--- src/rtl/rtch_pkg.sv ---
`default_nettype none
package rtch_pkg;

   localparam int CoordWidth = 32;
   localparam int DiffWidth  = CoordWidth + 1;
   localparam int OperWidth  = DiffWidth + 2;
   localparam int ProdWidth  = 2 * OperWidth;
   localparam int MinorWidth = 2 * DiffWidth + 1;
   localparam int SplitLow   = OperWidth - 1;
   localparam int DetWidth   = 104;
   localparam int RemWidth   = DetWidth + 1;
   localparam int FracBits   = 16;
   localparam int TWidth     = 31;
   localparam int CountWidth = 16;
   localparam int MatWidth   = 8;
   localparam int FifoDepth  = 2;

   localparam logic [1:0] OpLoadPrimary = 2'd0;
   localparam logic [1:0] OpLoadShadow  = 2'd1;
   localparam logic [1:0] OpTest        = 2'd2;

   // one classified item; for a load pb carries the direction, otherwise a - b
   typedef struct packed {
      logic [1:0]                       kind;
      logic [2:0][CoordWidth-1:0]       pa;
      logic [2:0][DiffWidth-1:0]        pb;
      logic [2:0][DiffWidth-1:0]        pc;
      logic [MatWidth-1:0]              material;
      logic                             last;
   } entry_type;

endpackage
`default_nettype wire

--- src/rtl/rtch_fifo.sv ---
`default_nettype none
module rtch_fifo (
   input  wire logic                 clock,
   input  wire logic                 reset,
   input  wire logic                 push,
   input  wire rtch_pkg::entry_type  push_data,
   input  wire logic                 pop,
   output logic                      full,
   output logic                      head_valid,
   output rtch_pkg::entry_type       head
);

   rtch_pkg::entry_type mem_ff [rtch_pkg::FifoDepth];
   logic       wr_ptr_ff;
   logic       rd_ptr_ff;
   logic [1:0] cnt_ff;

   assign full       = (cnt_ff == 2'(rtch_pkg::FifoDepth));
   assign head_valid = (cnt_ff != 2'd0);
   assign head       = mem_ff[rd_ptr_ff];

   always_ff @(posedge clock) begin
      if (push) begin
         mem_ff[wr_ptr_ff] <= push_data;
      end
   end

   always_ff @(posedge clock) begin
      if (reset) begin
         wr_ptr_ff <= 1'b0;
         rd_ptr_ff <= 1'b0;
         cnt_ff    <= 2'd0;
      end else begin
         if (push) begin
            wr_ptr_ff <= !wr_ptr_ff;
         end
         if (pop) begin
            rd_ptr_ff <= !rd_ptr_ff;
         end
         if (push && !pop) begin
            cnt_ff <= cnt_ff + 2'd1;
         end else if (pop && !push) begin
            cnt_ff <= cnt_ff - 2'd1;
         end
      end
   end

endmodule
`default_nettype wire

--- config.mk ---
export PLATFORM = sky130hd
export DESIGN_NAME = rtch_fifo
export DESIGN_NICKNAME = d
export VERILOG_FILES = /design/src/rtl/rtch_pkg.sv /design/src/rtl/rtch_fifo.sv
export SDC_FILE = /design/constraint.sdc
export NUM_CORES = 1
export LEC_CHECK = 0
export BUFFER_PORTS_ARGS = -buffer_cell sky130_fd_sc_hd__buf_2
export CORE_AREA = 4 4 237 239
export DETAILED_ROUTE_END_ITERATION = 12
export DIE_AREA = 0 0 241 243
export PLACE_DENSITY_LB_ADDON = 0.1
export SLEW_MARGIN = 20
export SYNTH_ARGS = -nofsm -noshare
export SYNTH_HDL_FRONTEND = slang
export SYNTH_SLANG_ARGS = --single-unit
--- constraint.sdc ---
create_clock -name clock -period 43 [get_ports clock]
set_input_delay 4.3 -clock clock [delete_from_list [all_inputs] [get_ports clock]]
set_output_delay 4.3 -clock clock [all_outputs]
set_load 0.005 [all_outputs]
# Word-level counts from Yosys, hierarchy flattened
# Memories as Yosys holds them, arrays and structs flattened. A register that Yosys moved wholly into a read port is not among the register bits.
# Cells that the tools add are included.
[totals]
ramBits = 610
regBits = 4
mem_count = 1
input_bits = 309
elab_cells = 21
[memory_table]
columns = ["memory", "words", "width", "rd", "rd_clocked_by_memory_dff", "write_ports", "line_no", "source"]
rows = [
  ["mem_ff", 2, 305, 1, 1, 1, "rtch_fifo.sv:13", "rtch_pkg::entry_type mem_ff [rtch_pkg::FifoDepth];"],
]
[classes]
eq_ne = 1
n_reduce_logical = 8
muxes = 6
addsub = 2
[ops]
columns = ["op", "n"]
rows = [
  ["1-bit logical NOT", 4],
  ["1-bit two-way mux", 4],
  ["2-bit two-way mux", 2],
  ["2-bit nonzero test", 2],
  ["2-bit by 1-bit adder with 2-bit output (second input constant)", 1],
  ["2-bit equality test (second input constant)", 1],
  ["1-bit logical AND", 2],
  ["2-bit by 1-bit subtractor with 2-bit output (second input constant)", 1],
]

# Longest topological paths before layout
# Gate-level depths: netlist of run 1.
[depth]
depth_word = 4
depth_mapped = 5
mapped_depth_nobuf = 5

# Worst setup path before layout of run 1
# OpenSTA, ideal clock, no wires.
[synth_timing]
kind = "input -> register"
startpoint = "input port push"
endpoint = "memory mem_ff[0][0] (netlist name), enable pin"
setup_ns = 1.014
path_slack_ns = 24.577
stages = 1
path_buffers = 0
arrival_ns = 17.409
path_cell_list = "nor2b_1"
[synth_between]
elab_chain_cells = 2
[synth_rtl]
columns = ["item", "line_no", "source"]
rows = [
  ["start, declared", "rtch_fifo.sv:5", "input wire logic push,"],
  ["1-bit two-way mux", "rtch_fifo.sv:23", "if (push) begin"],
  ["1-bit two-way mux (implied by the code)", "rtch_fifo.sv:24", "mem_ff[wr_ptr_ff] <= push_data;"],
  ["end, declared", "rtch_fifo.sv:13", ""],
]
# No other way between the ends.

==> results of run 1 <==
## per-layer routing
| layer | vias up | track usage |
|---|---|---|
| met5 | - | 0 |
| met4 | 22 | 0.0803 |
| met3 | 103 | 0.0729 |
| met2 | 394 | 0.337 |
| met1 | 5768 | 0.201 |
| li1 | 5250 | - |
## registers in the layout, summed over array words and instances, names as in the netlist, named ones only
register and flops:
wr_ptr_ff 1, cnt_ff 2, mem_ff 610, rd_ptr_ff 1
## per-stage QoR
step	cells	hold WS, ps	total power, mW
after global routing	2389	561	1.45
after global placement	2258	476	0.861
after CTS	2372	509	1.41
after floorplan	971	456	0.805
final	2397	504	1.39
after detailed placement	2259	500	0.863
## area by class of cell
class	instances	area, sq um	area share
clock inverters	32	280	0.00992
flip-flops and latches	615	18400	0.652
inverters	1	3.75	0.000133
repair buffers	626	3210	0.114
clock buffers	81	1770	0.0627
diodes	25	62.6	0.00222
multi-input cells	321	3620	0.128
well taps	696	871	0.0308
## synth_stat cells (2+ instances only)
cell type,count
buf_6,29
mux2_4,20
nor2_1,4
edfxtp_1,610
buf_2,5
xor2_1,2
dfxtp_1,5
mux2_2,284
nor2b_1,2
xnor2_1,2
## worst max-delay path, stage by stage (launching register included)
cell and delay, ps:
dfxtp_4 1020, buf_4 960, buf_4 720, mux2_2 420
buf_2 130
## power groups by stage
stage	Clock, mW	Combinational (mW)	Sequential [mW]
CTS	0.557	0.140	0.712
floorplan	0	0.0716	0.734
global placement	0	0.137	0.724
detailed placement	0	0.139	0.725
finish	0.540	0.135	0.712
global route	0.586	0.147	0.715
## path summary, 6_finish.rpt
path                                             start                       to  slack (ps)
worst max-delay path                              flop                head[247]       34750
worst min-delay path            cnt_ff[1]$_SDFFE_PP0P_   cnt_ff[1]$_SDFFE_PP0P_         500
worst max register to register  wr_ptr_ff$_SDFFE_PP0P_  mem_ff[1][52]$_DFFE_PP_       40060
worst min register to register  cnt_ff[1]$_SDFFE_PP0P_   cnt_ff[1]$_SDFFE_PP0P_         500
## logic make-up after synthesis
group,synth area share
DFF,0.823
buffers and inverters,0.0159
AOI/OAI and AO/OA,0.000447
xor gates and xnor gates,0.00157
and+or+nand+nor,0.00207
adders and majority gates,0.000559
muxes,0.157
==> summary.md, run 1 <==
| Metric | Value |
|---|---|
| Status | `complete, no violations` |
| Design area | `roughly 28,000 sq um` |
| Antenna violations before repair | `35` |
| Std-Cell Rows | `85` |
| Syn Area/Cell | `roughly 23 sq um` |
| Max Used Layer | `met5` |
| Reg clk slew, reported paths | `around 60 ps` |
| Synth area leader | `edfxtp_1` |
| Nets@finish | `1,941` |
| Slew Limit Headroom | `0.264` |
| Clk pwr share | `0.389` |
| CTS tree | `yes` |
| CTS buffer count | `between 60 and 70` |
| CTS resizes | `0` |
| Most frequent cells in the layout | `615 x buf_2, 610 x edfxtp_1, 284 x mux2_2` |
| Sink Count | `615` |
| Critical Path Sink Type | `primary output` |
| Logic pwr share | `0.098` |
| Area growth, synth to finish | `26.1%` |
| Register area share after synthesis | `0.823` |
| Core ar. | `about 54,000 sq um` |
| Routed Wire Length | `roughly 57,000 um` |
| Post-route ant nets | `0` |
| Number of global-route vias before repair | `between 10,000 and 15,000` |
| Synth area leaders | `edfxtp_1 82%, mux2_2 14%, buf_6 1.5%` |
| Yosys reg bits | `615` |
| # Post-CTS Setup Buffers | `0` |
| Slew @ Worst Pin | `between 1000 and 1500 ps` |
| Buffers on Ports | `around 620` |
| Clock insertion delay at the later pin of the skew report | `between 500 and 600 ps` |
| Worst Path Arrival | `around 4000 ps` |
| Cts hold-fix bufs | `0` |
| Leakage | `10.5 nW` |
| Fillers | `around 4,500` |
| Top-area cell type share of the netlist area | `0.818` |
| DPL Wire Length | `between 40,000 and 50,000 um` |
| Drt initial violations | `roughly 550` |
| WL per Instance | `23.8 um` |
| Syn_nets | `approximately 1,300` |
| GRT overflow | `0` |
| WL met1 | `between 15,000 and 20,000 um` |
| Critical Path Fanout Max | `75` |
| Number of synthesized flops with an enable pin | `between 600 and 700` |
| Die ar. | `roughly 60,000 sq um` |
| Tmin final | `around 8300 ps` |
| CP required | `38,700 ps` |
| Sum of negative setup slack | `0 ps` |
| Largest net degree at the start of global routing | `about 160` |
| Period utilisation layout | `0.192` |
| Reg power frac | `0.513` |
| RSZ-0062 raised after global routing | `no` |
| Die height | `roughly 240 um` |
| DRC errors left | `0` |
| Clk_skew | `about 16 ps` |
| Internal power | `~1.1 mW` |
| Total global-route track usage | `0.190` |
| Synth Cell Area | `22,400 sq um` |
| Synth cell types | `18` |
| Mapped Cells | `roughly 970` |
| Htree depth | `3` |
| Worst VDD drop | `roughly 30 uV` |
| Via count | `11,500` |
| GP Congestion | `0.857` |
| Max Fclk | `between 100 and 150 MHz` |
| Vias/cell | `4.81` |
| Max Cap Viol | `0` |
| First-pass GRT wire length | `between 80,000 and 90,000 um` |
| Final Hold Fails | `0` |
| Setup violators final | `0` |
| Place WS | `between 30,000 and 40,000 ps` |
| Area after DPL | `about 26,000 sq um` |
| Crit path kind | `flop to primary output` |
| Final Max Slew Viols | `0` |
| Met3 routed WL | `5160 um` |
| Net Sw Frac | `0.215` |
| Leading cell type in the layout, fill and taps excluded | `buf_2` |
| Post-route setup slack | `between 30,000 and 40,000 ps` |
| Clk buf depth | `3` |
| Post-synth ARST share | `0` |
| Net Sw Power | `roughly 0.3 mW` |
| Ys Warns | `0` |
| Cell count of the worst reg-to-reg path | `3` |
| I/O pins | `about 600` |
| Hold-critical path depth | `2` |
| Initial Util | `0.416` |
| Cell Pwr Density | `49.1 nW/um^2` |
| Final core occ | `0.525` |
| Commonest register cell after synthesis | `edfxtp_1` |
| DR pass1 iterations | `6` |
| Worst setup SP type | `flop` |
| Metal2 WL | `roughly 30,000 um` |
| Worst Hold Class | `flop to flop` |
| Die W | `~240 um` |
| Clock root cell | `clkbuf_16` |
| Fraction of layout cells with a size suffix above 1 | `0.609` |
Note: power is estimated with default switching activity, not from simulation.
==> run 2: changes to the inputs <==
- ABC_AREA: not set -> 1
- CORE_AREA: 4 4 237 239 -> 4 4 314 162
- DIE_AREA: 0 0 241 243 -> 0 0 318 166
- clock period: 43 -> 6.8 ns (I/O delays scaled with it)
==> summary.md, run 2 <==
| Metric | Value |
|---|---|
| Core ar. | `approximately 48,000 sq um` |
| Synth area leader | `edfxtp_1` |
| Net Sw Power | `between 1.5 and 2 mW` |
| Tmin final | `~3300 ps` |
| DPL Wire Length | `approximately 33,000 um` |
| Syn Area/Cell | `approximately 23 sq um` |
| Critical Path Sink Type | `primary output` |
| Top-area cell type share of the netlist area | `0.818` |
| Ys Warns | `0` |
| Max Fclk | `~300 MHz` |
| Crit path kind | `flop to primary output` |
| Total chip power | `a little over 8 mW` |
| Worst VDD drop | `214 uV` |
| Top Registers | `mem_ff x610, cnt_ff x2` |
| Via count | `11,300` |
| Antenna violations before repair | `14` |
| Clock insertion delay at the later pin of the skew report | `580 ps` |
| Clk buf depth | `3` |
| Initial Util | `0.467` |
| Cell Pwr Density | `roughly 300 nW/um^2` |
| Slew @ Worst Pin | `1080 ps` |
| Mapped Cells | `about 980` |
| Htree depth | `2` |
| DR pass1 iterations | `6` |
| Multi-input logic area | `between 3000 and 4000 sq um` |
| Number of global-route vias before repair | `around 12,000` |
| Most frequent cells in the layout | `615 x buf_2, 610 x edfxtp_1, 284 x mux2_2` |
| DRC errors left | `0` |
| Post-synth top cells | `610 x edfxtp_1, 284 x mux2_2, 29 x buf_6` |
| Commonest register cell after synthesis | `edfxtp_1` |
| Fraction of layout cells with a size suffix above 1 | `0.602` |
| Area growth, synth to finish | `24.3%` |
| GP Congestion | `between 0.7 and 0.8` |
| CTS resizes | `0` |
| Drt initial violations | `roughly 640` |
| Cells along the critical path | `buf_12 -> mux2_2 -> buf_2` |
| Status | `complete, no violations` |
| Register area share after synthesis | `0.822` |
| Sum of negative setup slack | `0 ps` |
| Logic pwr share | `0.096` |
| Final Max Slew Viols | `0` |
| Largest net degree at the start of global routing | `between 150 and 200` |
| Internal power | `between 6 and 7 mW` |
| Die ar. | `52,800 sq um` |
| Std-Cell Rows | `57` |
| Worst Hold Class | `input pin to flop` |
| Worst setup SP type | `flop` |
| RSZ-0062 raised after global routing | `no` |
| I/O pins | `between 600 and 700` |
| Biggest register | `mem_ff` |
| Slew Limit Headroom | `0.279` |
| First-pass GRT wire length | `around 73,000 um` |
| Total global-route track usage | `0.182` |
| Post-Layout Cell Count | `2,319` |
| Reg power frac | `0.537` |
| Sink Count | `615` |
| Fillers | `approximately 3,700` |
| CP required | `just over 6000 ps` |
| Max Cap Viol | `0` |
| Post-Place Cells | `between 2,000 and 2,500` |
| Buffers on Ports | `around 620` |
| Syn_nets | `roughly 1,300` |
| Critical Path Fanout Max | `between 100 and 150` |
| Reg clk slew, reported paths | `60 ps` |
| GRT overflow | `0` |
| CTS tree | `yes` |
| Post-synth ARST share | `0` |
| Period utilisation layout | `0.485` |
| Worst Path Arrival | `~2600 ps` |
| Max FFs per register | `about 600` |
| Die W | `318 um` |
| Post-route ant nets | `0` |
| Nets@finish | `between 1,500 and 2,000` |
| Crit path max-delay cell type | `dfxtp_4` |
| FF/Latch Area | `between 15,000 and 20,000 sq um` |
| CTS buffer count | `between 50 and 60` |
| Final Hold Fails | `0` |
| Number of synthesized flops with an enable pin | `between 600 and 700` |
| Routed Wire Length | `49,600 um` |
| Net Sw Frac | `0.211` |
| Synth cell types | `17` |
| # Post-CTS Setup Buffers | `0` |
| WL per Instance | `approximately 21 um` |
| Synth Cell Area | `roughly 22,000 sq um` |
| Clk_skew | `approximately 16 ps` |
| Vias/cell | `4.89` |
| Leakage | `between 10 and 15 nW` |
| Cts hold-fix bufs | `0` |
| Synth area leaders | `edfxtp_1 82%, mux2_2 14%, buf_6 1.5%` |
| Hold Slack | `around 280 ps` |
| Die height | `~170 um` |
| Most numerous cell in the Yosys netlist | `edfxtp_1` |
| Leading cell type in the layout, fill and taps excluded | `buf_2` |
| Clock root cell | `clkbuf_16` |
| Crit path largest cell delay | `between 500 and 600 ps` |
| Clk pwr share | `0.367` |
| Yosys reg bits | `615` |
| Setup violators final | `0` |
-- run 2: changes by cell type after synthesis, sizes merged, moves of 2 or more --
cell	previous run	this run
nor2b	2	0
nor2	4	6
nand2	0	6
inv	1	9
xor2	2	0
-- run 2: layer usage --
layer,track usage,part of all wire
met3,0.0575,0.064
met1,0.203,0.36
met4,0.0546,0.027
met2,0.336,0.54
met5,0,0.0027
-- run 2: through the flow --
stage | worst slack [ps] | utilization | instance area, sq um
detailed placement | 3980 | 0.543 | 26100
finish | 3500 | 0.580 | 27800
global route | 3440 | 0.580 | 27800
floorplan | 1070 | - | 22400
global placement | 3980 | 0.543 | 26100
CTS | 3530 | 0.580 | 27800
-- run 2: critical path, delay by kind of cell, from the launching register on --
| kind | cells | cell delay (ps) |
|---|---|---|
| multiplexers | 1 | 460 |
| flip-flops | 1 | 590 |
| buffers and inverters | 2 | 600 |
-- run 2: area by class of cell --
type	count	share of cell area
Sequential cell	615	0.662
Clock buffer	65	0.0508
Clock inverter	31	0.0118
Inverter	9	0.00135
Tap cell	649	0.0292
Multi-Input combinational cell	324	0.130
Antenna cell	4	0.000360
Timing Repair Buffer	622	0.115
-- run 2: final timing paths --
check                          from  depth (start not counted)  slack, ps                  endpoint
max reg2reg  wr_ptr_ff$_SDFFE_PP0P_                          3       4520   mem_ff[0][13]$_DFFE_PP_
min reg2reg  rd_ptr_ff$_SDFFE_PP0P_                          2        520    rd_ptr_ff$_SDFFE_PP0P_
max                            flop                          3       3500                 head[278]
min                  push_data[195]                          1        280  mem_ff[0][195]$_DFFE_PP_
-- run 2: logic make-up after synthesis --
kind of cell               count (synthesis)  share of synthesized area
AOI/OAI and AO/OA                          2                   0.000446
buffers and inverters                     43                     0.0172
muxes                                    305                      0.157
DFF                                      615                      0.822
xor gates and xnor gates                   1                   0.000391
and+or+nand+nor                           15                    0.00274
adders and majority gates                  1                   0.000558
-- run 2: power groups by stage --
| stage | Combinational [mW] | Clock (mW) | Sequential [mW] |
|---|---|---|---|
| floorplan | 0.428 | 0 | 4.53 |
| global placement | 0.801 | 0 | 4.51 |
| detailed placement | 0.811 | 0 | 4.52 |
| CTS | 0.815 | 3.14 | 4.44 |
| global route | 0.862 | 3.32 | 4.45 |
| finish | 0.795 | 3.04 | 4.44 |
