===== src/rtl/rtch_pkg.sv =====
`default_nettype none
package rtch_pkg;

   localparam int CoordWidth = 32;
   localparam int DiffWidth  = CoordWidth + 1;
   localparam int OperWidth  = DiffWidth + 2;
   localparam int ProdWidth  = 2 * OperWidth;
   localparam int MinorWidth = 2 * DiffWidth + 1;
   localparam int SplitLow   = OperWidth - 1;
   localparam int DetWidth   = 104;
   localparam int RemWidth   = DetWidth + 1;
   localparam int FracBits   = 16;
   localparam int TWidth     = 31;
   localparam int CountWidth = 16;
   localparam int MatWidth   = 8;
   localparam int FifoDepth  = 2;

   localparam logic [1:0] OpLoadPrimary = 2'd0;
   localparam logic [1:0] OpLoadShadow  = 2'd1;
   localparam logic [1:0] OpTest        = 2'd2;

   // one classified item; for a load pb carries the direction, otherwise a - b
   typedef struct packed {
      logic [1:0]                       kind;
      logic [2:0][CoordWidth-1:0]       pa;
      logic [2:0][DiffWidth-1:0]        pb;
      logic [2:0][DiffWidth-1:0]        pc;
      logic [MatWidth-1:0]              material;
      logic                             last;
   } entry_type;

endpackage
`default_nettype wire


===== src/rtl/rtch_front.sv =====
`default_nettype none
module rtch_front (
   input  wire logic                 req_tvalid,
   output logic                      req_tready,
   input  wire logic [295:0]         req_tdata,
   input  wire logic [1:0]           req_tuser,
   input  wire logic                 req_tlast,
   input  wire logic                 fifo_full,
   output logic                      push,
   output rtch_pkg::entry_type       entry
);

   logic op_known;
   logic is_test;
   logic signed [rtch_pkg::CoordWidth-1:0] a_v [3];
   logic signed [rtch_pkg::CoordWidth-1:0] b_v [3];
   logic signed [rtch_pkg::CoordWidth-1:0] c_v [3];

   assign op_known   = req_tuser inside {rtch_pkg::OpLoadPrimary, rtch_pkg::OpLoadShadow,
                                         rtch_pkg::OpTest};
   assign is_test    = (req_tuser == rtch_pkg::OpTest);
   assign req_tready = !fifo_full;
   // unknown codes are taken and dropped
   assign push       = req_tvalid && !fifo_full && op_known;

   always_comb begin
      for (int k = 0; k < 3; k++) begin
         a_v[k] = req_tdata[32*k +: 32];
         b_v[k] = req_tdata[96 + 32*k +: 32];
         c_v[k] = req_tdata[192 + 32*k +: 32];
      end
      entry.kind     = req_tuser;
      entry.material = req_tdata[295:288];
      entry.last     = req_tlast;
      for (int k = 0; k < 3; k++) begin
         entry.pa[k] = a_v[k];
         if (is_test) begin
            entry.pb[k] = {a_v[k][31], a_v[k]} - {b_v[k][31], b_v[k]};
         end else begin
            entry.pb[k] = {b_v[k][31], b_v[k]};
         end
         entry.pc[k] = {a_v[k][31], a_v[k]} - {c_v[k][31], c_v[k]};
      end
   end

endmodule
`default_nettype wire


===== config.mk =====
export PLATFORM = sky130hd
export DESIGN_NAME = rtch_front
export DESIGN_NICKNAME = d
export VERILOG_FILES = /design/src/rtl/rtch_pkg.sv /design/src/rtl/rtch_front.sv
export SDC_FILE = /design/constraint.sdc
export NUM_CORES = 1
export LEC_CHECK = 0
export BUFFER_PORTS_ARGS = -buffer_cell sky130_fd_sc_hd__buf_2
export CAP_MARGIN = 0
export CORE_AREA = 2 2 234 236
export DETAILED_ROUTE_END_ITERATION = 8
export DIE_AREA = 0 0 236 238
export PLACE_DENSITY = 0.58
export SLEW_MARGIN = 20
export SYNTH_ARGS = -nofsm -noshare
export SYNTH_HDL_FRONTEND = slang
export SYNTH_SLANG_ARGS = --single-unit

===== constraint.sdc =====
create_clock -name vclk -period 4.4
set_input_delay 0.22 -clock vclk [all_inputs]
set_output_delay 0.22 -clock vclk [all_outputs]
set_load 0.02 [all_outputs]

# After elaboration in Yosys (flattened, before gate mapping)
# Cells that the tools add are included.
dict set report totals {
  output_inout_bits 307
  register_bits 0
  input_bits 301
}
dict set report classes {
  eq_ne 2
  muxes 3
  addsub 6
  reduce_logical 5
}
# op count
set op_table {}
lappend op_table {{$sub A32 B32 Y33} 6}
lappend op_table {{$mux W33} 3}
lappend op_table {{$reduce_bool A3 Y1} 1}
lappend op_table {{$eq A2 B1 Y1 const B} 1}
lappend op_table {{$eq A2 B2 Y1 const B} 1}
lappend op_table {{$logic_and A1 B1 Y1} 2}
lappend op_table {{$logic_not A2 Y1} 1}
lappend op_table {{$logic_not A1 Y1} 1}

# Logic depth before layout (Yosys ltp)
# Gate-level depths: netlist of the first run.
dict set report logic_depth {
  ltp_word 3
  depth_mapped 12
  mapped_depth_nobuf 12
}

# Worst setup path before layout of the first run
# No wires, ideal clock.
dict set report synth_timing {
  path_kind {input to output}
  start {in req_tdata[64]}
  end {out entry[202] (netlist name)}
  t_required_ps 4180
  n_path_buf 0
  path_stages 12
  arrival_time_ps 2788
  setup_slack_ps 1392
  cell_sequence {inv_1 > ha_1 > fa_1 > nor2b_1 > o21ai_1 > a21boi_1 > o21ai_0 > a211oi_1 > o2111ai_1 > a31oi_1 > nor3_1 > o31ai_1}
}
# item line
set synth_lines {}
lappend synth_lines {{start, declared} rtch_front.sv:5} ;# input wire logic [295:0] req_tdata,
lappend synth_lines {{end, declared} rtch_front.sv:10} ;# output rtch_pkg::entry_type entry

==> results of run 1 <==
[per-stage QoR]
step	cells	power [W]	utilization [%]	hold WS, ns
3_3_place_gp	3054	0.002771	28.79	0.4401
5_1_grt	3059	0.003031	28.81	0.4401
2_1_floorplan	1932	0.001933	-	0.5215
6_report	3060	0.002779	28.82	0.4400
3_5_place_dp	3054	0.002766	28.79	0.4401
4_1_cts	3054	0.002780	28.79	0.4401
[where the power goes]
part           switching (W)  leakage, nW       total [W]    internal (W)
registers                  0            0               0               0
clock network              0    0.0000380  0.000000000186  0.000000000186
logic                0.00174         8.52         0.00278         0.00104
total                0.00174         8.52         0.00278         0.00104
[final cells by class]
type	count	area, um^2
fill	6117	38080
multi-input combinational	1516	10610
timing repair buffer	593	2988
inverter	249	934.6
tap	696	870.8
antenna	6	15.01
[cells by family after synthesis]
family	synth area share (%)
compound gates	33.51
xor+xnor	11.21
fa+ha+maj	20.06
buf+inv	15.76
mux	0.1791
simple gates	19.27
[metal layers]
metal / vias up / wire (um)
met1: 6598 / 22880
met2: 602 / 26440
li1: 7508 / -
met4: 12 / 1520
met3: 92 / 3852
met5: - / 84
[placed cells by master (no fill, tap or decap), types with 28 or more instances in the layout]
cell type | netlist | layout
nand2_1 | 209 | 209
nor3_1 | 32 | 32
a21o_1 | 103 | 103
buf_2 | 3 | 590
ha_1 | 192 | 192
nand3_1 | 31 | 31
xnor2_1 | 101 | 101
nor2_1 | 96 | 96
o21ai_0 | 170 | 170
inv_1 | 249 | 249
nand4_1 | 29 | 29
a21oi_1 | 152 | 152
o21a_1 | 29 | 29
nor2b_1 | 29 | 28
xor2_1 | 60 | 60
[worst max-delay path, cell delays in order]
cell and delay [ns]:
buf_2 0.09, inv_1 0.07, ha_1 0.23, fa_1 0.40
nor2b_1 0.23, o21bai_1 0.12, a31oi_1 0.36, a31o_2 0.25
a41oi_2 0.16, o21ai_1 0.51, a211oi_2 0.17, xor2_1 0.17
o21ai_0 0.13, buf_2 0.31
[worst max path at each step]
stage / slack [ns] / depth (start not counted) / endpoint / start
final: 0.75 / 14 / entry[138] / req_tdata[0]
after global routing: 0.50 / 14 / entry[138] / req_tdata[0]
after CTS: 0.72 / 14 / entry[138] / req_tdata[0]
after detailed placement: 0.73 / 14 / entry[138] / req_tdata[0]
after global placement: 0.78 / 14 / entry[138] / req_tdata[0]
after floorplan: 1.39 / 12 / entry[202] / req_tdata[64]
==> out/metrics.cfg, run 1 <==
[timing]
drv_slew = 0
fin_crit_sh_pct = 82.88
tightest_slew_ns = 0.9073
setup_slack_ns = 0.7532
setup_viol = 0
fmax_ghz = 0.2742
report.final.hold_viol_count = 0
period_minus_slack_ns = 3.647
relSlewSlack_pct = 39.38
setup_tns_ns = 0
rsz0062_at_grt = no

[floorplanning]
ios = 608
die-area_um2 = 56170
fp.dieW_um = 236
start_util_pct = 23.51
die_h_um = 238
core_um2 = 53500
rows = 85

[global_routing]
grt_overflow = 0
grt_pass1_wl_um = 80770
grt_pass1_vias = 13800
gr-usage-met2_pct = 33.32
grt_usage_pct = 18.24
busiest_layer = met2
grt_antenna_before_repair = 27
use_met3_pct = 2.996
grt_max_degree = 82
grt_util_met1_pct = 22.21

[finish]
layout.nets = 2859
area_growth_pct = 22.60
fin_area_um2 = 15420
seqCellArea_um2 = 0
drive_gt1_share_pct = 27.01
clkbuf_count = 0
seq_cells = 0

[min_path]
hold_path_end = entry[0]
hp-start = req_tlast
whs_path_depth = 0
hold_path.class = in2out

[route]
via_per_inst = 4.841
dr.pass1.iters = 5
via_count = 14810
ant_nets = 0
finalWirelength_um = 54780
drc = 0
wl_per_cell_um = 17.90
first_iter_violations = 736

[run_status]
status = complete, no violations

[logic_synthesis]
synth.top_cells.by_count = inv_1 (249), nand2_1 (209), ha_1 (192), o21ai_0 (170), a21oi_1 (152)
syn_area_per_cell_um2 = 6.509
netlist_instances = 1932
syn_nets = 2431
synthTopCellsByArea = ha_1 (19%), inv_1 (7.4%), xnor2_1 (7.0%)
synth_top_area_share_pct = 19.10
synth_area_um2 = 12570
synth_seq_area_share_pct = 0
yosysMostFrequentCell = inv_1
yosysWarningCount = 0
yosysTopAreaCell = ha_1
synth.distinct_cells = 90

[placed_design]
dpl_worst_slack_ns = 0.7285
dpl.hpwl_um = 48930
post_dp_cell_area_um2 = 15400
port_buffers = 590
gp_congestion = 1.017

[critical_path]
arrival_ns = 3.43
cp.required_ns = 4.18
path_class = in2out
crit_path_max_fanout = 4
critPathLaunchType = input port
endpoint_kind = primary output

[clock_tree]
cts_hold_buf = 0
postCtsSetupBuffers = 0
cts_resized = 0

[pwr]
cellPowerDensity_nw_per_um2 = 180.2
p_leak_nw = 8.522
worst_ir_drop_vdd_v = 0.00007891

[job]
drv_cap = 0

Power figures use the tool's default switching activity.
==> inputs of run 2 (changes only) <==
Settings changed: ABC_AREA set to 1, PLACE_DENSITY 0.58 to 0.65.
Clock period 4.4 ns to 3.39 ns, I/O delays scaled along.
==> run 2 against run 1 <==
  * Die area unchanged
  * Sequential cell count unchanged
  * Critical path depth down 2
  * Non-clock buffer count unchanged
  * Synthesized area up 27%
  * Setup slack better by 0.23 ns
  * Design area up 23%
==> out/metrics.cfg, run 2 <==
[critical_path]
crit_path_max_fanout = 4  ; unchanged
cp.required_ns = 3.22  ; was 4.18 ns
critPathLaunchType = input port  ; unchanged
endpoint_kind = primary output  ; unchanged
arrival_ns = 2.24  ; was 3.43 ns
path_class = in2out  ; unchanged

[route]
via_per_inst = 4.792  ; was 4.841
drc = 0  ; unchanged
ant_nets = 0  ; unchanged
finalWirelength_um = 69460  ; was 54,780 um
first_iter_violations = 1272  ; was 736
via_count = 21020  ; was 14.81k
wl_per_cell_um = 15.84  ; was 17.90 um
dr.pass1.iters = 7  ; was 5

[timing]
setup_slack_ns = 0.9803  ; was 0.7532 ns
fmax_ghz = 0.4150
period_minus_slack_ns = 2.410
fin_crit_sh_pct = 71.08
drv_slew = 0  ; unchanged
setup_viol = 0  ; unchanged
rsz0062_at_grt = no  ; unchanged
relSlewSlack_pct = 31.92  ; was 39.38%
report.final.hold_viol_count = 0  ; unchanged
whs_ns = 0.3390  ; was 0.4400 ns
tightest_slew_ns = 1.020  ; was 0.9073 ns
setup_tns_ns = 0  ; unchanged

[placed_design]
post_dp_cell_area_um2 = 18890  ; was 15,400 um^2
dpl_worst_slack_ns = 0.9662  ; was 0.7285 ns
dpl.hpwl_um = 61970  ; was 48,930 um
gp_congestion = 0.9884  ; was 1.017
place_inst = 4385  ; was 3,054
port_buffers = 590  ; unchanged

[logic_synthesis]
synth_area_um2 = 15940  ; was 12,570 um^2
yosysWarningCount = 0  ; unchanged
synth.distinct_cells = 37  ; was 90
yosysMostFrequentCell = nand2_1  ; was inv_1
syn_nets = 3722  ; was 2,431
netlist_instances = 3223  ; was 1,932
syn_area_per_cell_um2 = 4.946  ; was 6.509 um^2
synth.top_cells.by_count = nand2_1 (1,144), inv_1 (673), nor2_1 (275), nand3_1 (207), ha_1 (192)  ; was inv_1 (249), nand2_1 (209), ha_1 (192), o21ai_0 (170), a21oi_1 (152)
synthTopCellsByArea = nand2_1 (27%), inv_1 (16%), ha_1 (15%)  ; was ha_1 (19%), inv_1 (7.4%), xnor2_1 (7.0%)
synth_seq_area_share_pct = 0  ; unchanged
yosysTopAreaCell = nand2_1  ; was ha_1
synth_top_area_share_pct = 26.94  ; was 19.10%

[finish]
clkbuf_count = 0  ; unchanged
finalNonFillerCells = 4386  ; was 3,060
drive_gt1_share_pct = 19.27  ; was 27.01%
fin_area_um2 = 18900  ; was 15,420 um^2
seqCellArea_um2 = 0  ; unchanged
multi_input_area_um2 = 12490  ; was 10,610 um^2
nFillCells = 6316  ; was 6,117
layout.nets = 4190  ; was 2,859
area_growth_pct = 18.55  ; was 22.60%
final_cell_mix = nand2_1 (1,144), inv_1 (673), buf_2 (590), nor2_1 (275), nand3_1 (207)  ; was buf_2 (590), inv_1 (249), nand2_1 (209), ha_1 (192), o21ai_0 (170)
seq_cells = 0  ; unchanged
final_common_cell = nand2_1  ; was buf_2

[global_routing]
grt_usage_pct = 23.33  ; was 18.24%
grt_max_degree = 132  ; was 82
grt_antenna_before_repair = 2  ; was 27
grt_pass1_wl_um = 104900  ; was 80,770 um
grt_overflow = 0  ; unchanged
grt_pass1_vias = 19420  ; was 13.80k

[floorplanning]
fp.dieW_um = 236  ; unchanged
die_h_um = 238  ; unchanged
ios = 608  ; unchanged
start_util_pct = 29.80  ; was 23.51%
core_um2 = 53500  ; unchanged
die-area_um2 = 56170  ; unchanged
rows = 85  ; unchanged

[clock_tree]
cts_hold_buf = 0  ; unchanged
postCtsSetupBuffers = 0  ; unchanged
cts_resized = 0  ; unchanged

[pwr]
swShare_pct = 67.82  ; was 62.53%
clockPowerShare_pct = 0  ; about the same
p_int_w = 0.001287  ; was 0.001041 W
cellPowerDensity_nw_per_um2 = 211.7  ; was 180.2 nW/um^2
p_leak_nw = 12.35  ; was 8.522 nW
seqPwrFrac_pct = 0  ; about the same
p_comb_share_pct = 100.0  ; about the same
worst_ir_drop_vdd_v = 0.0001287  ; was 0.00007891 V
p_sw_w = 0.002713  ; was 0.001737 W

[job]
drv_cap = 0  ; unchanged

[run_status]
status = complete, no violations  ; unchanged

[min_path]
hold_path.class = in2out  ; unchanged

run 2: changes by cell type after synthesis, moves of 36 or more:
cell	previous run	this run
a21o_1	103	15
a21oi_1	152	188
clkbuf_1	50	9
inv_1	249	673
nand2_1	209	1144
nand2_2	0	69
nand3_1	31	207
nor2_1	96	275
o21ai_0	170	111
xnor2_1	101	9
run 2: path summary, 6_finish.rpt:
check | endpoint | cells after the start | slack (ns) | startpoint
hold / removal | entry[5] | 0 | 0.34 | req_tdata[292]
setup / recovery | entry[153] | 12 | 0.98 | req_tdata[32]
run 2: metrics by stage:
step	util, %	power (W)
2_1_floorplan	-	0.002695
3_3_place_gp	35.32	0.003954
3_5_place_dp	35.32	0.003959
4_1_cts	35.32	0.003976
5_1_grt	35.32	0.004392
6_report	35.32	0.004000
run 2: final cells by class:
cell class	instances	share of cell area [%]
multi-input combinational	2418	66.10
tap	696	4.608
inverter	678	13.47
antenna	1	0.01324
timing repair buffer	593	15.81
run 2: kinds of logic (layout without fill, tap and decap cells):
group	after synthesis	after routing	share of synthesized area [%]
buffers and inverters	805	1271	21.67
adder cells (fa/ha/maj)	198	198	15.82
AO/OA/AOI/OAI	361	361	12.28
AND/OR/NAND/NOR	1796	1796	46.77
XOR/XNOR	63	63	3.462
other	0	1	0
run 2: worst max-delay path, cell delays in order:
cell and delay (ns):
buf_2 0.09, inv_1 0.05, ha_1 0.23, fa_1 0.37
inv_1 0.12, nand2_1 0.10, a21oi_1 0.25, nand2_1 0.11
nand3_2 0.15, xnor2_1 0.08, o21ai_1 0.29, buf_2 0.24
run 2: metal layers:
metal | global-route usage (%) | up-vias | share of wire [%]
li1 | - | 10780 | -
met1 | 29.85 | 9340 | 44
met2 | 42.24 | 803 | 47
met3 | 1.944 | 90 | 6.2
met4 | 5.462 | 2 | 2.7
met5 | 0 | - | 0.019
run 2: power groups by stage:
| stage | Clock, W | Sequential (W) | Combinational [W] |
|---|---|---|---|
| after floorplan | 0 | 0 | 0.00270 |
| after global placement | 0 | 0 | 0.00395 |
| after detailed placement | 0 | 0 | 0.00396 |
| after CTS | 0 | 0 | 0.00398 |
| after global routing | 0.0000000000397 | 0 | 0.00439 |
| final | 0.0000000000398 | 0 | 0.00400 |
==> inputs of run 3 (changes only) <==
Settings changed: ABC_AREA 1 to 0, PLACE_DENSITY 0.65 to 0.58.
Clock period 3.39 ns to 2.4 ns, I/O delays scaled along.
==> run 3 against run 2 <==
  * The run now ends with negative setup slack left
  * Highest routed layer unchanged
  * Sequential share of layout area did not move
  * Critical endpoint is now entry[173]
  * Clock-buffer cell count did not move
  * Largest cell class unchanged
  * Routed wire length fell by 8.2%
  * Cell count fell by 19%
  * Setup slack got worse by 1.4 ns
  * Sequential cell count did not move
  * Via count fell by 19%
  * Critical path depth rose by 3
==> out/metrics.cfg, run 3 (synthesis gave the netlist of run 1 again) <==
[critical_path]
arrival_ns = 2.66  ; was 2.24 ns
cp.required_ns = 2.28  ; was 3.22 ns
endpoint_kind = primary output  ; unchanged
path_class = in2out  ; unchanged
critPathLaunchType = input port  ; unchanged
crit_path_max_fanout = 4  ; unchanged

[route]
via_per_inst = 4.787  ; was 4.792
ant_nets = 0  ; unchanged
finalWirelength_um = 63760  ; was 69,460 um
first_iter_violations = 758  ; was 1,272
via_count = 16950  ; was 21.02k
dr.pass1.iters = 5  ; was 7
wl_per_cell_um = 18.01  ; was 15.84 um
drc = 0  ; unchanged

[finish]
final_cell_mix = buf_4 (503), buf_2 (445), inv_1 (219), nand2_1 (194), ha_1 (123)  ; was nand2_1 (1,144), inv_1 (673), buf_2 (590), nor2_1 (275), nand3_1 (207)
seq_cells = 0  ; unchanged
drive_gt1_share_pct = 52.30  ; was 19.27%
fin_util_pct = 42.25  ; was 35.32%
final_common_cell = buf_4  ; was nand2_1
layout.nets = 3331  ; was 4,190
nFillCells = 5448  ; was 6,316
clkbuf_count = 0  ; unchanged
seqCellArea_um2 = 0  ; unchanged
area_growth_pct = 79.73  ; was 18.55%

[placed_design]
gp_congestion = 0.9528  ; was 0.9884
dpl.hpwl_um = 53610  ; was 61,970 um
port_buffers = 590  ; unchanged

[min_path]
hold_path.class = in2out  ; unchanged

[global_routing]
grt_overflow = 0  ; unchanged
grt_pass1_wl_um = 92040  ; was 104,900 um
grt_max_degree = 44  ; was 132
grt_pass1_vias = 16340  ; was 19.42k
grt_antenna_before_repair = 30  ; was 2
grt_usage_pct = 20.70  ; was 23.33%

[timing]
setup_viol = 81  ; was 0
fin_crit_sh_pct = 115.8
drv_slew = 0  ; unchanged
setup_slack_ns = -0.3801  ; was 0.9803 ns
period_minus_slack_ns = 2.780
rsz0062_at_grt = yes  ; was no
report.final.hold_viol_count = 0  ; unchanged
tightest_slew_ns = 0.6663  ; was 1.020 ns
fmax_ghz = 0.3597
relSlewSlack_pct = 55.11  ; was 31.92%
whs_ns = 0.2400  ; was 0.3390 ns

[floorplanning]
die-area_um2 = 56170  ; unchanged
ios = 608  ; unchanged
fp.dieW_um = 236  ; unchanged
die_h_um = 238  ; unchanged
start_util_pct = 23.51  ; was 29.80%
rows = 85  ; unchanged
core_um2 = 53500  ; unchanged

[pwr]
p_leak_nw = 11.57  ; was 12.35 nW
worst_ir_drop_vdd_v = 0.0001742  ; was 0.0001287 V
cellPowerDensity_nw_per_um2 = 328.9  ; was 211.7 nW/um^2

[run_status]
status = finished with violations  ; was complete, no violations
violations = negative setup slack

[job]
drv_cap = 0  ; unchanged

[clock_tree]
cts_hold_buf = 0  ; unchanged

run 3: layer usage:
metal / global-route usage [%] / vias up / share of wire, %
met1: 25.01 / 7753 / 41
met5: 0 / - / 0.11
li1: - / 8455 / -
met3: 2.834 / 105 / 5.8
met4: 5.501 / 10 / 3.4
met2: 38.19 / 623 / 49
run 3: final timing paths:
path                      startpoint          to  depth (start not counted)
worst min-delay path  req_tdata[291]    entry[4]                          0
worst max-delay path   req_tdata[32]  entry[173]                         15
run 3: where the power goes:
group	total (W)	switching (W)	leakage, nW	internal, W
clock	0.000000000787	0	0.0000887	0.000000000786
combinational	0.00743	0.00397	11.6	0.00346
sequential	0	0	0	0
total	0.00743	0.00397	11.6	0.00346
run 3: repair_timing:
action,CTS,global route
setup endpoints to repair,118,120
pin swaps,204,196
buffers inserted,61,43
gates resized for setup,480,295
run 3: worst max-delay path: stages:
cell and delay (ns):
buf_12 0.09, inv_12 0.03, ha_4 0.15, fa_2 0.36, nor2b_4 0.16, o21bai_4 0.08
a32oi_2 0.25, a311o_1 0.29, a41oi_2 0.21, o21ai_4 0.26, buf_4 0.15, nand2_2 0.04
o221ai_2 0.20, nand3_2 0.12, buf_6 0.15
run 3: layout make-up:
cell class	instances	area, um^2	share of cell area, %
multi-input combinational	1516	13290	58.82
timing repair buffer	1065	7426	32.86
inverter	249	974.7	4.313
tap	696	870.8	3.853
antenna	14	35.03	0.1550
run 3: metrics by stage:
stage                     area, um^2  cells  setup slack, ns  total power [W]   TNS, ns
after floorplan                12820   1932         -0.04921         0.003625  -0.09463
after CTS                      21130   3499          -0.3339         0.006849    -13.02
final                          22600   3540          -0.3801         0.007432    -10.63
after global routing           22590   3536          -0.4537         0.007959    -19.42
after detailed placement       18660   3449          -0.7471         0.005978    -40.34
after global placement         18660   3449          -0.7589         0.005988    -39.29
